--- src/design/tsr_pkg.sv ---
// ----------------------------------------------------------------------------
// tsr_pkg
// shared types and constants of the trapezoid span rasterizer
// ----------------------------------------------------------------------------
package tsr_pkg;

  // configuration register file
  localparam int CFG_W     = 13;
  localparam int CFG_IDX_W = 1;

  localparam logic [CFG_IDX_W-1:0] CFG_FRAME_WIDTH  = 1'b0;
  localparam logic [CFG_IDX_W-1:0] CFG_FRAME_HEIGHT = 1'b1;

  localparam logic [CFG_W-1:0] FRAME_WIDTH_RST  = 13'd1024;
  localparam logic [CFG_W-1:0] FRAME_HEIGHT_RST = 13'd768;

  // result field widths
  localparam int FIRST_X_W = 12;
  localparam int COUNT_W   = 13;

  // item kinds
  localparam logic KIND_LOAD    = 1'b0;
  localparam logic KIND_REQUEST = 1'b1;

  // controller states, one-hot
  typedef enum logic [2:0] {
    ST_IDLE  = 3'b001,
    ST_SETUP = 3'b010,
    ST_WALK  = 3'b100
  } tsr_state_e;

  // controller to datapath
  typedef struct packed {
    logic load;      // load transfer taken
    logic req;       // span request transfer taken
    logic setup;     // initialise bresenham error terms
    logic walk;      // one edge walk iteration
    logic walk_end;  // write back error terms
  } tsr_cmd_t;

  // datapath to controller
  typedef struct packed {
    logic active;    // trapezoid in progress
    logic at_final;  // current row is the last row
    logic busy;      // an edge can still step this row
  } tsr_status_t;

endpackage

--- src/design/tsr_ctrl.sv ---
// ----------------------------------------------------------------------------
// tsr_ctrl
// sequencer of the span rasterizer: input/output handshakes and edge walk
// ----------------------------------------------------------------------------
module tsr_ctrl import tsr_pkg::*; (
  input  logic        clk_i,
  input  logic        rst_ni,
  input  logic        in_valid_i,
  output logic        in_stall_o,
  input  logic        kind_i,
  output logic        out_valid_o,
  input  logic        out_stall_i,
  input  tsr_status_t status_i,
  output tsr_cmd_t    cmd_o
);

  tsr_state_e state_q, state_d;
  logic       out_valid_q, out_valid_d;
  logic       in_take;

  // an input transfer needs the block idle and the output register free or draining
  assign in_stall_o = (state_q != ST_IDLE) || (out_valid_q && out_stall_i);
  assign in_take    = in_valid_i && !in_stall_o;

  always_comb begin
    cmd_o          = '0;
    cmd_o.load     = in_take && (kind_i == KIND_LOAD);
    cmd_o.req      = in_take && (kind_i == KIND_REQUEST);
    cmd_o.setup    = (state_q == ST_SETUP);
    cmd_o.walk     = (state_q == ST_WALK);
    cmd_o.walk_end = (state_q == ST_WALK) && !status_i.busy;
  end

  always_comb begin
    state_d = state_q;
    case (state_q)
      ST_IDLE: begin
        if (cmd_o.load) begin
          state_d = ST_SETUP;
        end else if (cmd_o.req && status_i.active && !status_i.at_final) begin
          state_d = ST_WALK;
        end
      end
      ST_SETUP: begin
        state_d = ST_IDLE;
      end
      ST_WALK: begin
        if (!status_i.busy) begin
          state_d = ST_IDLE;
        end
      end
      default: begin
        state_d = ST_IDLE;
      end
    endcase
  end

  assign out_valid_d = cmd_o.req || (out_valid_q && out_stall_i);
  assign out_valid_o = out_valid_q;

  always_ff @(posedge clk_i or negedge rst_ni) begin
    if (!rst_ni) begin
      state_q     <= ST_IDLE;
      out_valid_q <= 1'b0;
    end else begin
      state_q     <= state_d;
      out_valid_q <= out_valid_d;
    end
  end

endmodule

--- src/design/tsr_dp.sv ---
// ----------------------------------------------------------------------------
// tsr_dp
// datapath: frame registers, edge state, span clipping and edge stepping
// ----------------------------------------------------------------------------
module tsr_dp import tsr_pkg::*; #(
  parameter int COORD_BITS = 16,
  parameter int MAX_FRAME  = 4096
) (
  input  logic                         clk_i,
  input  logic                         rst_ni,
  input  logic                         cfg_we_i,
  input  logic [CFG_IDX_W-1:0]         cfg_idx_i,
  input  logic [CFG_W-1:0]             cfg_wdata_i,
  input  tsr_cmd_t                     cmd_i,
  output tsr_status_t                  status_o,
  input  logic signed [COORD_BITS-1:0] bottom_row_i,
  input  logic signed [COORD_BITS-1:0] top_row_i,
  input  logic signed [COORD_BITS-1:0] left_start_x_i,
  input  logic signed [COORD_BITS-1:0] left_end_x_i,
  input  logic signed [COORD_BITS-1:0] right_start_x_i,
  input  logic signed [COORD_BITS-1:0] right_end_x_i,
  output logic                         row_active_o,
  output logic signed [COORD_BITS-1:0] row_y_o,
  output logic                         span_visible_o,
  output logic [FIRST_X_W-1:0]         span_first_x_o,
  output logic [COUNT_W-1:0]           span_count_o,
  output logic                         last_row_o
);

  localparam int CW    = COORD_BITS;
  localparam int DW    = CW + 1;   // delta and row span
  localparam int EW    = CW + 2;   // stored error term
  localparam int AW    = CW + 3;   // error term during the walk
  localparam int CMP_W = ((CW > CFG_W) ? CW : CFG_W) + 2;

  localparam logic [CFG_W-1:0]        MAX_FRAME_C = CFG_W'(MAX_FRAME);
  localparam logic signed [CMP_W-1:0] ONE_S       = CMP_W'(1);

  // frame configuration
  logic [CFG_W-1:0] frame_width_q, frame_height_q;
  logic [CFG_W-1:0] fw, fh;

  // trapezoid state
  logic                 active_q;
  logic signed [CW-1:0] row_q, final_q;
  logic signed [CW-1:0] lx_q, ltgt_q, rx_q, rtgt_q;
  logic signed [EW-1:0] lerr_q, rerr_q;
  logic signed [AW-1:0] lacc_q, racc_q;
  logic [DW-1:0]        ldelta_q, rdelta_q, span_q;
  logic                 lneg_q, rneg_q;

  // output register
  logic                 row_active_q, span_visible_q, last_row_q;
  logic signed [CW-1:0] row_y_q;
  logic [FIRST_X_W-1:0] span_first_x_q;
  logic [COUNT_W-1:0]   span_count_q;

  // load decode
  logic signed [CMP_W-1:0] yl_ext, fh_ext, fw_ext;
  logic                    load_ok;
  logic signed [DW-1:0]    span_diff, ldiff, rdiff;
  logic                    lneg_d, rneg_d;
  logic [DW-1:0]           ldelta_d, rdelta_d;
  logic [EW-1:0]           lhalf, rhalf;

  // span clipping
  logic                    row_in;
  logic signed [CMP_W-1:0] first_ext, end_raw, end_clip, count_ext;
  logic                    visible;
  logic                    at_final;

  // walk
  logic l_busy, r_busy;

  assign fw = (int'(frame_width_q) > MAX_FRAME) ? MAX_FRAME_C : frame_width_q;
  assign fh = (int'(frame_height_q) > MAX_FRAME) ? MAX_FRAME_C : frame_height_q;

  assign fw_ext = $signed({{(CMP_W-CFG_W){1'b0}}, fw});
  assign fh_ext = $signed({{(CMP_W-CFG_W){1'b0}}, fh});
  assign yl_ext = CMP_W'(bottom_row_i);

  assign load_ok = !(yl_ext >= fh_ext) && !top_row_i[CW-1] && !(top_row_i < bottom_row_i);

  assign span_diff = DW'(top_row_i) - DW'(bottom_row_i);
  assign lneg_d    = left_end_x_i < left_start_x_i;
  assign rneg_d    = right_end_x_i < right_start_x_i;
  assign ldiff     = DW'(left_end_x_i) - DW'(left_start_x_i);
  assign rdiff     = DW'(right_end_x_i) - DW'(right_start_x_i);
  assign ldelta_d  = lneg_d ? DW'(-ldiff) : DW'(ldiff);
  assign rdelta_d  = rneg_d ? DW'(-rdiff) : DW'(rdiff);

  // rounded half of the delta, negated later
  assign lhalf = ({1'b0, ldelta_q} + EW'(1)) >> 1;
  assign rhalf = ({1'b0, rdelta_q} + EW'(1)) >> 1;

  assign row_in    = !row_q[CW-1] && (CMP_W'(row_q) < fh_ext);
  assign first_ext = lx_q[CW-1] ? '0 : CMP_W'(lx_q);
  assign end_raw   = CMP_W'(rx_q) + ONE_S;
  assign end_clip  = (end_raw > fw_ext) ? fw_ext : end_raw;
  assign visible   = row_in && (end_clip > first_ext);
  assign count_ext = end_clip - first_ext;
  assign at_final  = (row_q == final_q);

  assign l_busy = (lacc_q > 0) && (lx_q != ltgt_q);
  assign r_busy = (racc_q > 0) && (rx_q != rtgt_q);

  always_comb begin
    status_o          = '0;
    status_o.active   = active_q;
    status_o.at_final = at_final;
    status_o.busy     = l_busy || r_busy;
  end

  always_ff @(posedge clk_i or negedge rst_ni) begin
    if (!rst_ni) begin
      frame_width_q  <= FRAME_WIDTH_RST;
      frame_height_q <= FRAME_HEIGHT_RST;
    end else if (cfg_we_i) begin
      case (cfg_idx_i)
        CFG_FRAME_WIDTH:  frame_width_q  <= cfg_wdata_i;
        CFG_FRAME_HEIGHT: frame_height_q <= cfg_wdata_i;
        default: begin
        end
      endcase
    end
  end

  always_ff @(posedge clk_i or negedge rst_ni) begin
    if (!rst_ni) begin
      active_q <= 1'b0;
      row_q    <= '0;
      final_q  <= '0;
      lx_q     <= '0;
      ltgt_q   <= '0;
      rx_q     <= '0;
      rtgt_q   <= '0;
      lerr_q   <= '0;
      rerr_q   <= '0;
      lacc_q   <= '0;
      racc_q   <= '0;
      ldelta_q <= '0;
      rdelta_q <= '0;
      span_q   <= '0;
      lneg_q   <= 1'b0;
      rneg_q   <= 1'b0;
    end else begin
      if (cmd_i.load) begin
        active_q <= load_ok;
        if (load_ok) begin
          row_q    <= bottom_row_i;
          final_q  <= top_row_i;
          span_q   <= DW'(span_diff);
          lx_q     <= left_start_x_i;
          ltgt_q   <= left_end_x_i;
          rx_q     <= right_start_x_i;
          rtgt_q   <= right_end_x_i;
          lneg_q   <= lneg_d;
          rneg_q   <= rneg_d;
          ldelta_q <= ldelta_d;
          rdelta_q <= rdelta_d;
        end
      end
      if (cmd_i.setup && active_q) begin
        lerr_q <= -lhalf;
        rerr_q <= -rhalf;
      end
      if (cmd_i.req && active_q) begin
        if (at_final) begin
          active_q <= 1'b0;
        end else begin
          row_q  <= row_q + CW'(1);
          lacc_q <= AW'(lerr_q) + $signed({2'b00, ldelta_q});
          racc_q <= AW'(rerr_q) + $signed({2'b00, rdelta_q});
        end
      end
      if (cmd_i.walk) begin
        if (l_busy) begin
          lacc_q <= lacc_q - $signed({2'b00, span_q});
          lx_q   <= lneg_q ? lx_q - CW'(1) : lx_q + CW'(1);
        end
        if (r_busy) begin
          racc_q <= racc_q - $signed({2'b00, span_q});
          rx_q   <= rneg_q ? rx_q - CW'(1) : rx_q + CW'(1);
        end
      end
      if (cmd_i.walk_end) begin
        lerr_q <= lacc_q[EW-1:0];
        rerr_q <= racc_q[EW-1:0];
      end
    end
  end

  // result register, loaded on every request
  always_ff @(posedge clk_i) begin
    if (cmd_i.req) begin
      row_active_q   <= active_q;
      row_y_q        <= active_q ? row_q : '0;
      span_visible_q <= active_q && visible;
      span_first_x_q <= (active_q && visible) ? first_ext[FIRST_X_W-1:0] : '0;
      span_count_q   <= (active_q && visible) ? count_ext[COUNT_W-1:0] : '0;
      last_row_q     <= active_q && at_final;
    end
  end

  assign row_active_o   = row_active_q;
  assign row_y_o        = row_y_q;
  assign span_visible_o = span_visible_q;
  assign span_first_x_o = span_first_x_q;
  assign span_count_o   = span_count_q;
  assign last_row_o     = last_row_q;

endmodule

--- src/design/trapezoid_span_rasterizer_top.sv ---
// ----------------------------------------------------------------------------
// trapezoid_span_rasterizer_top
// bresenham trapezoid edge walker producing one clipped span per row
// ----------------------------------------------------------------------------
// A load transfer (kind 0) sets up a trapezoid: it first captures the rows,
// edge positions, step directions and deltas, and the setup state then forms
// the bresenham error terms; it gives no result. A request transfer
// (kind 1) gives one result: the current row's span clipped to the frame.
// If the trapezoid is inactive or the row is its last one the request needs
// no walk. Otherwise the edges are then walked for the next row, one error
// subtraction per edge per cycle with both edges stepping together, until
// neither edge can step further in that row; each edge takes its pixel steps
// for that row (steep edges: 0 or 1; shallow edges: up to the edge's x travel
// divided by the row count). The walk loop sets the rate.
// Results wait in an output register while the walk carries on; a further
// transfer is held off until setup or the walk ends and the output
// register is free. frame_width and frame_height, clamped to MAX_FRAME, must
// be written only while the block is idle; the block does not enforce this.
// ----------------------------------------------------------------------------
module trapezoid_span_rasterizer_top import tsr_pkg::*; #(
  parameter int COORD_BITS = 16,
  parameter int MAX_FRAME  = 4096
) (
  input  logic                         clk_i,
  input  logic                         rst_ni,
  // configuration write port
  input  logic                         cfg_we_i,
  input  logic [CFG_IDX_W-1:0]         cfg_idx_i,
  input  logic [CFG_W-1:0]             cfg_wdata_i,
  // input channel
  input  logic                         in_valid_i,
  output logic                         in_stall_o,
  input  logic                         kind_i,
  input  logic signed [COORD_BITS-1:0] bottom_row_i,
  input  logic signed [COORD_BITS-1:0] top_row_i,
  input  logic signed [COORD_BITS-1:0] left_start_x_i,
  input  logic signed [COORD_BITS-1:0] left_end_x_i,
  input  logic signed [COORD_BITS-1:0] right_start_x_i,
  input  logic signed [COORD_BITS-1:0] right_end_x_i,
  // result channel
  output logic                         out_valid_o,
  input  logic                         out_stall_i,
  output logic                         row_active_o,
  output logic signed [COORD_BITS-1:0] row_y_o,
  output logic                         span_visible_o,
  output logic [FIRST_X_W-1:0]         span_first_x_o,
  output logic [COUNT_W-1:0]           span_count_o,
  output logic                         last_row_o
);

  // command and status between sequencer and datapath
  tsr_cmd_t    cmd;
  tsr_status_t status;

  // sequencer: handshakes, setup step and the edge walk loop
  tsr_ctrl u_ctrl (
    .clk_i       (clk_i),
    .rst_ni      (rst_ni),
    .in_valid_i  (in_valid_i),
    .in_stall_o  (in_stall_o),
    .kind_i      (kind_i),
    .out_valid_o (out_valid_o),
    .out_stall_i (out_stall_i),
    .status_i    (status),
    .cmd_o       (cmd)
  );

  // datapath: frame registers, edge registers, clipping, stepping
  tsr_dp #(
    .COORD_BITS (COORD_BITS),
    .MAX_FRAME  (MAX_FRAME)
  ) u_dp (
    .clk_i           (clk_i),
    .rst_ni          (rst_ni),
    .cfg_we_i        (cfg_we_i),
    .cfg_idx_i       (cfg_idx_i),
    .cfg_wdata_i     (cfg_wdata_i),
    .cmd_i           (cmd),
    .status_o        (status),
    .bottom_row_i    (bottom_row_i),
    .top_row_i       (top_row_i),
    .left_start_x_i  (left_start_x_i),
    .left_end_x_i    (left_end_x_i),
    .right_start_x_i (right_start_x_i),
    .right_end_x_i   (right_end_x_i),
    .row_active_o    (row_active_o),
    .row_y_o         (row_y_o),
    .span_visible_o  (span_visible_o),
    .span_first_x_o  (span_first_x_o),
    .span_count_o    (span_count_o),
    .last_row_o      (last_row_o)
  );

  // no transfer is taken while the edges are being walked
  assert property (@(posedge clk_i) disable iff (!rst_ni)
    cmd.walk |-> !(in_valid_i && !in_stall_o))
    else $error("input transfer taken during edge walk");

  // every request transfer puts a result in the output register
  assert property (@(posedge clk_i) disable iff (!rst_ni)
    cmd.req |=> out_valid_o)
    else $error("request transfer without result");

  // an inactive result carries no span and no last row mark
  assert property (@(posedge clk_i) disable iff (!rst_ni)
    (out_valid_o && !row_active_o) |-> (!span_visible_o && !last_row_o))
    else $error("inactive result with span or last row");

  // a visible span always covers at least one pixel
  assert property (@(posedge clk_i) disable iff (!rst_ni)
    (out_valid_o && span_visible_o) |-> (span_count_o != '0))
    else $error("visible span with zero count");

endmodule

--- config.mk ---
export PLATFORM = sky130hd
export DESIGN_NAME = trapezoid_span_rasterizer_top
export DESIGN_NICKNAME = d
export VERILOG_FILES = /design/src/design/tsr_pkg.sv /design/src/design/tsr_ctrl.sv /design/src/design/tsr_dp.sv /design/src/design/trapezoid_span_rasterizer_top.sv
export SDC_FILE = /design/constraint.sdc
export NUM_CORES = 1
export LEC_CHECK = 0
export ABC_AREA = 1
export CAP_MARGIN = 20
export CORE_ASPECT_RATIO = 0.7
export CORE_MARGIN = 4
export CORE_UTILIZATION = 30
export DETAILED_ROUTE_END_ITERATION = 8
export DONT_BUFFER_PORTS = 1
export SYNTH_ARGS = -nofsm -noshare
export SYNTH_HDL_FRONTEND = slang
export SYNTH_SLANG_ARGS = --single-unit
--- constraint.sdc ---
create_clock -name clk_i -period 5.8 [get_ports clk_i]
set_clock_uncertainty 0.1 [all_clocks]
set_input_delay 1.74 -clock clk_i [delete_from_list [all_inputs] [get_ports clk_i]]
set_output_delay 1.74 -clock clk_i [all_outputs]
set_load 0.05 [all_outputs]
== Word level (Yosys, flattened, before mapping) ==
Cells that the tools add are included.
Word-level totals
  flip-flop bits (word level): 298
  output and inout bits: 46
  word-level logic and storage cells: 138
Operators by class
  equal/unequal tests: 9
  $add $sub $neg: 20
  reduce and logical (&&, ||, !) cells: 31
  order comparisons: 11
  muxes and demuxes: 39
  bitwise logic cells: 2
Operator list (count)
  2-to-1 mux 16 bit: 14
  2-to-1 mux 19 bit: 8
  2-to-1 mux 18 bit: 5
  subtractor 16 x 16 -> 17 bit: 3
  adder 16 x 2 -> 16 bit, second input constant: 3
  less-than comparator 16 bit: 3
  adder 18 x 18 -> 19 bit: 2
  greater-than comparator 19 x 1 -> 1 bit, second input constant: 2
  subtractor 19 x 18 -> 19 bit: 2
  adder 17 x 1 -> 18 bit, second input constant: 2
  negation 17 -> 18 bit: 2
  2-to-1 mux 17 bit: 2
  negation 17 bit: 2
  inequality test 16 bit: 2
  subtractor 16 x 2 -> 16 bit, second input constant: 2
  greater-than comparator 13 bit, second input constant: 2
  2-to-1 mux 13 bit: 2
  greater-than comparator 18 x 14 -> 1 bit: 1
  greater-than comparator 18 x 16 -> 1 bit: 1
  adder 16 x 2 -> 17 bit, second input constant: 1
  == test 16 bit: 1
  >= comparator 16 x 14 -> 1 bit: 1
  logical AND 1 bit: 16
  less-than comparator 16 x 14 -> 1 bit: 1
  16 further kinds: 32

== Logic depth before layout (Yosys ltp) ==
  depth in word-level cells: 10
  gate-level depth with buffers: 35
  mapped depth without buffers: 32

== By module ==
From an unflattened synthesis, not the netlist that was laid out.
Second synthesis, totals
  cells, all modules: 3760
  area, all modules: 25698.4 um2
By module, submodules not included
  tsr_dp: cells an instance 3727, area an instance 25436.9 um2, instances 1
  tsr_ctrl: cells an instance 33, area an instance 261.5 um2, instances 1

== Least setup slack after synthesis ==
No wires, ideal clock.
  kind: register to register
  start point: reg u_dp.rx_q[0]
  end point: reg u_dp.span_first_x_q[6] (netlist: u_dp.span_first_x_o[6]), data pin
  path buffers: 3
  data arrival time: 4915 ps
  setup slack: 646 ps
  clock period less this slack: 5154 ps
  cell stages (with the launch flop): 34
  cell sequence: dfrtp_1 > ha_1 > nand3_1 > nor3_2 > nand2_1 > nor2_1 > xor2_1 > ha_1 > nand2_1 > nor2_1 > a211oi_1 > o221ai_1 > nand2_1 > nand2_1 > nand2_1 > nand3_1 > ha_1 > clkbuf_1 > nand2_2 > buf_6 > nand2_1 > nand2_1 > ha_1 > fa_1 > o21ai_0 > nand2_1 > nand4_1 > nand2_1 > a21boi_0 > o21ai_0 > nand2_1 > nand3_2 > buf_6 > nor2_1
Between the ends
  longest elaborated chain between the ends: 6
RTL lines
  start, declared: line tsr_dp.sv:46  | logic signed [CW-1:0] lx_q, ltgt_q, rx_q, rtgt_q;
  start signal, assigned: line tsr_dp.sv:155  | rx_q <= right_start_x_i;
  start signal, assigned: line tsr_dp.sv:183  | rx_q <= rneg_q ? rx_q - CW'(1) : rx_q + CW'(1);
  adder 16 x 2 -> 17 bit (*): line tsr_dp.sv:98  | assign end_raw = CMP_W'(rx_q) + ONE_S;
  greater-than comparator 18 x 14 -> 1 bit: line tsr_dp.sv:99  | assign end_clip = (end_raw > fw_ext) ? fw_ext : end_raw;
  2-to-1 mux 18 bit (*): line tsr_dp.sv:99
  greater-than comparator 18 x 16 -> 1 bit (*): line tsr_dp.sv:100  | assign visible = row_in && (end_clip > first_ext);
  logical AND 1 bit (*): line tsr_dp.sv:100
  logical AND 1 bit (*): line tsr_dp.sv:199  | span_first_x_q <= (active_q && visible) ? first_ext[FIRST_X_W-1:0] : '0;
  end signal, assigned: line tsr_dp.sv:199
  end, declared: line tsr_dp.sv:55  | logic [FIRST_X_W-1:0] span_first_x_q;
Mark *: on every way between the ends. The rest lies on a longest branch, timed or not.
A chain may end at the register's enable or synchronous reset.

== Worst setup path in the final report ==
  start point: reg u_dp.rx_q[1]
  end point: reg u_dp.span_visible_q (netlist: u_dp.span_visible_o), data pin
Between the ends
  longest elaborated chain between the ends: 6
RTL lines
  adder 16 x 2 -> 17 bit (*): line tsr_dp.sv:98
  greater-than comparator 18 x 14 -> 1 bit: line tsr_dp.sv:99
  2-to-1 mux 18 bit (*): line tsr_dp.sv:99
  greater-than comparator 18 x 16 -> 1 bit (*): line tsr_dp.sv:100
  logical AND 1 bit (*): line tsr_dp.sv:100
  logical AND 1 bit (*): line tsr_dp.sv:198  | span_visible_q <= active_q && visible;
  end signal, assigned: line tsr_dp.sv:198
  end, declared: line tsr_dp.sv:53  | logic row_active_q, span_visible_q, last_row_q;
Marks and branches as above.

==> impl_metrics.csv <==
group,metric,value,unit
outcome,outcome,"complete, no violations",
place,hpwl,69.7,mm
setup_path,crit_arrival,5.50,ns
timing,slew_headroom,34.3,%
cells_and_area,syn2layout_area_growth,10.0,%
timing,report.final.slew_viol_count,0,
grt,grt_pass1_wl,134,mm
cells_and_area,final_util,33.3,%
floorplan,die_y,252,µm
grt,grt_max_degree,255,
logic_synthesis,ys_ff_latch,298,
floorplan,die_area,89700,µm²
logic_synthesis,yosys-top-cells-area,"dfrtp_1 (25%), nand2_1 (17%), ha_1 (10%)",
logic_synthesis,ys_async_sr_fraction,85.2,%
logic_synthesis,yosys_warnings,0,
logic_synthesis,yosys_most_used_dff,"dfrtp_1",
timing,setup_viol,0,
grt,antenna_found_initial,10,
floorplan,row_count,89,
drt,first_iter_violations,2774,
grt,first_global_vias,21980,
clock_network,cts-root-buf,"clkbuf_16",
setup_path,critPathMaxFanout,26,
setup_path,worstSetupStartpointType,"flip-flop",
logic_synthesis,synthesis.area,25500,µm²
grt,gr-total-overflow,0,
logic_synthesis,synthDistinctLibCells,55,
logic_synthesis,syn_nets,4064,
cells_and_area,antenna_cells,0,
setup_path,startpoint,"u_dp.rx_q[1]$_DFF_PN0_",
clock_network,insertion_delay,0.57,ns
timing,hold_viol,0,
logic_synthesis,synth_top_cell_by_area,"dfrtp_1",
clock_network,clk_pin_slew,0.06,ns
power_and_ir_drop,vdd_ir_drop_max,0.202,mV
drt,num_vias,24663,
power_and_ir_drop,p_leak,14.2,nW
timing,fmax,189,MHz
setup_path,cp_slowest_cell,"dfrtp_2",
drt,ant_nets,0,
drt,routed_wirelength,87.6,mm
clock_network,clock_sinks,298,
setup_path,critPathMostFrequentCell,"nand2_1",
floorplan,core_area,84200,µm²
min_path,worst_hold_startpoint,"u_dp.rerr_q[5]$_DFFE_PN0P_",
cells_and_area,final_common_cell,"nand2_1",
setup_path,path_buf_inv,5,
power_and_ir_drop,p_per_area,536,nW/µm²
cells_and_area,nets,4040,
floorplan,ios,162,
flow_run,drv_cap,0,
setup_path,max_stage_delay,0.42,ns
floorplan,initial_core_util,30.2,%
timing,totalNegativeSetupSlack,0,ns
logic_synthesis,ys_seq_area_share,30.2,%
clock_network,cts.path.max_buffers,3,
clock_network,numCtsBuffers,35,
setup_path,endpoint_kind,"flip-flop",
grt,grt_usage,19.1,%
timing,finalCritPeriodShare,91.2,%
logic_synthesis,postSynthAreaPerCell,6.83,µm²
drt,avgViaCountPerCell,5.06,
cells_and_area,fillers,9246,
cells_and_area,final_cell_mix,"nand2_1 (1,133), inv_1 (478), nor2_1 (283), dfrtp_1 (249), nand3_1 (242)",
drt,post-route-drc-count,0,
setup_path,cp_top_family,"simple AND/OR/NAND/NOR gates",
clock_network,cts_tree,"done",
place,globalplace.congestion,0.937,
logic_synthesis,synth_edf_count,44,
clock_network,htreeDepth,2,
drt,wl_per_cell,18.0,µm
min_path,hold_class,"reg -> reg",
place,port_buffers,0,
setup_path,worstSetupPathType,"reg -> reg",
setup_path,required,6.02,ns
logic_synthesis,synthCells,3731,
floorplan,die-width,356,µm
timing,rsz0062_at_grt,"false",
drt,drt_first_pass_iters,6,
clock_network,hold_buffers,0,
setup_path,crit-reg2reg-launch,"u_dp.rx_q[1]$_DFF_PN0_",
timing,worst_pin_slew,0.985,ns
cells_and_area,drive_gt1_share,3.99,%
logic_synthesis,synth_top_area_share,24.6,%
timing,min_period,5.29,ns
-- worst register-to-register path, delay by kind of cell, from the launching register on --
family | cells | cell delay (ns)
fa+ha+maj | 4 | 1.13
buf+inv | 5 | 0.73
xor+xnor | 1 | 0.11
compound gates | 4 | 0.54
flops | 1 | 0.42
simple gates | 19 | 2.03
-- layout make-up --
| cell class | count | area, µm² | share of cell area (%) |
|---|---|---|---|
| Timing Repair Buffer | 32 | 265 | 0.947 |
| Tap cell | 1137 | 1420 | 5.08 |
| Clock inverter | 13 | 164 | 0.585 |
| Sequential cell | 298 | 7680 | 27.4 |
| Clock buffer | 51 | 1050 | 3.74 |
| Inverter | 481 | 1810 | 6.45 |
| Multi-Input combinational cell | 2859 | 15600 | 55.8 |
-- state kept, by name, indices dropped and copies added, names as in the netlist, 3 cells and up --
register             count
u_dp.rerr_q             18
u_dp.rx_q               16
u_dp.row_q              16
u_dp.span_first_x_o     12
u_dp.frame_width_q      13
u_dp.rdelta_q           17
u_ctrl.state_q           3
u_dp.ldelta_q           17
u_dp.row_y_o            16
u_dp.lx_q               16
u_dp.ltgt_q             16
u_dp.span_q             17
u_dp.lacc_q             19
u_dp.lerr_q             18
u_dp.racc_q             19
u_dp.rtgt_q             16
u_dp.span_count_o       13
u_dp.final_q            16
u_dp.frame_height_q     13
-- Yosys cell counts (all sizes together) (18+ instances only) --
cell type     n
nand2      1139
inv         481
nor2        286
dfrtp       250
nand3       247
o21ai       244
ha          207
a21oi       202
xor2        115
nand4       109
xnor2        66
clkbuf       61
nor3         49
edfxtp       44
buf          32
o211ai       32
nand3b       21
or2          20
a21o         18
-- stage by stage --
step | setup slack [ns] | std cells | cell area, µm² | power (mW) | hold slack (ns)
2_1_floorplan | 0.646 | 3731 | 25500 | 10.1 | 0.323
3_3_place_gp | 0.134 | 4804 | 26800 | 12.3 | 0.367
3_5_place_dp | 0.0240 | 4804 | 26800 | 12.4 | 0.375
4_1_cts | 0.0280 | 4868 | 28000 | 14.8 | 0.388
5_1_grt | 0.0198 | 4871 | 28000 | 16.4 | 0.397
6_report | 0.511 | 4871 | 28000 | 15.0 | 0.382
-- worst paths after layout --
| kind | to | slack [ns] | depth (start not counted) |
|---|---|---|---|
| setup / recovery | u_dp.span_visible_o$_DFFE_PP_ | 0.51 | 33 |
| hold / removal | u_dp.rerr_q[5]$_DFFE_PN0P_ | 0.38 | 2 |
| setup reg to reg | u_dp.span_visible_o$_DFFE_PP_ | 0.51 | 33 |
| hold reg to reg | u_dp.rerr_q[5]$_DFFE_PN0P_ | 0.38 | 2 |
| max in group asynchronous | u_dp.lacc_q[11]$_DFF_PN0_ | 4.00 | 0 |
| min in group asynchronous | u_dp.row_q[10]$_DFF_PN0_ | 0.76 | 0 |
-- logic make-up (layout without fill, tap and decap cells) --
group           count (synthesis)  after routing  share of synthesized area (%)
flops                         298            298                           30.2
buf+inv                       574            577                           8.69
simple gates                 1899           1899                           31.7
xor+xnor                      181            181                           6.23
compound gates                562            562                           12.3
fa+ha+maj                     217            217                           11.0
-- where the power goes --
group          internal (mW)  total, mW  switching, mW
Sequential              2.92       4.11           1.19
Clock                   1.40       2.39          0.993
Combinational           3.15       8.52           5.36
-- routing by layer --
| layer | global-route usage (%) | part of all wire, % |
|---|---|---|
| met5 | 0 | 0.061 |
| met4 | 3.04 | 1.4 |
| met3 | 4.65 | 10 |
| met2 | 24.0 | 36 |
| met1 | 31.9 | 53 |
-- what timing repair did --
item,CTS,global route
endpoints found under the setup margin,0,26
resized for setup,0,8
buffers inserted,0,3
Note: power is estimated with default switching activity, not from simulation.
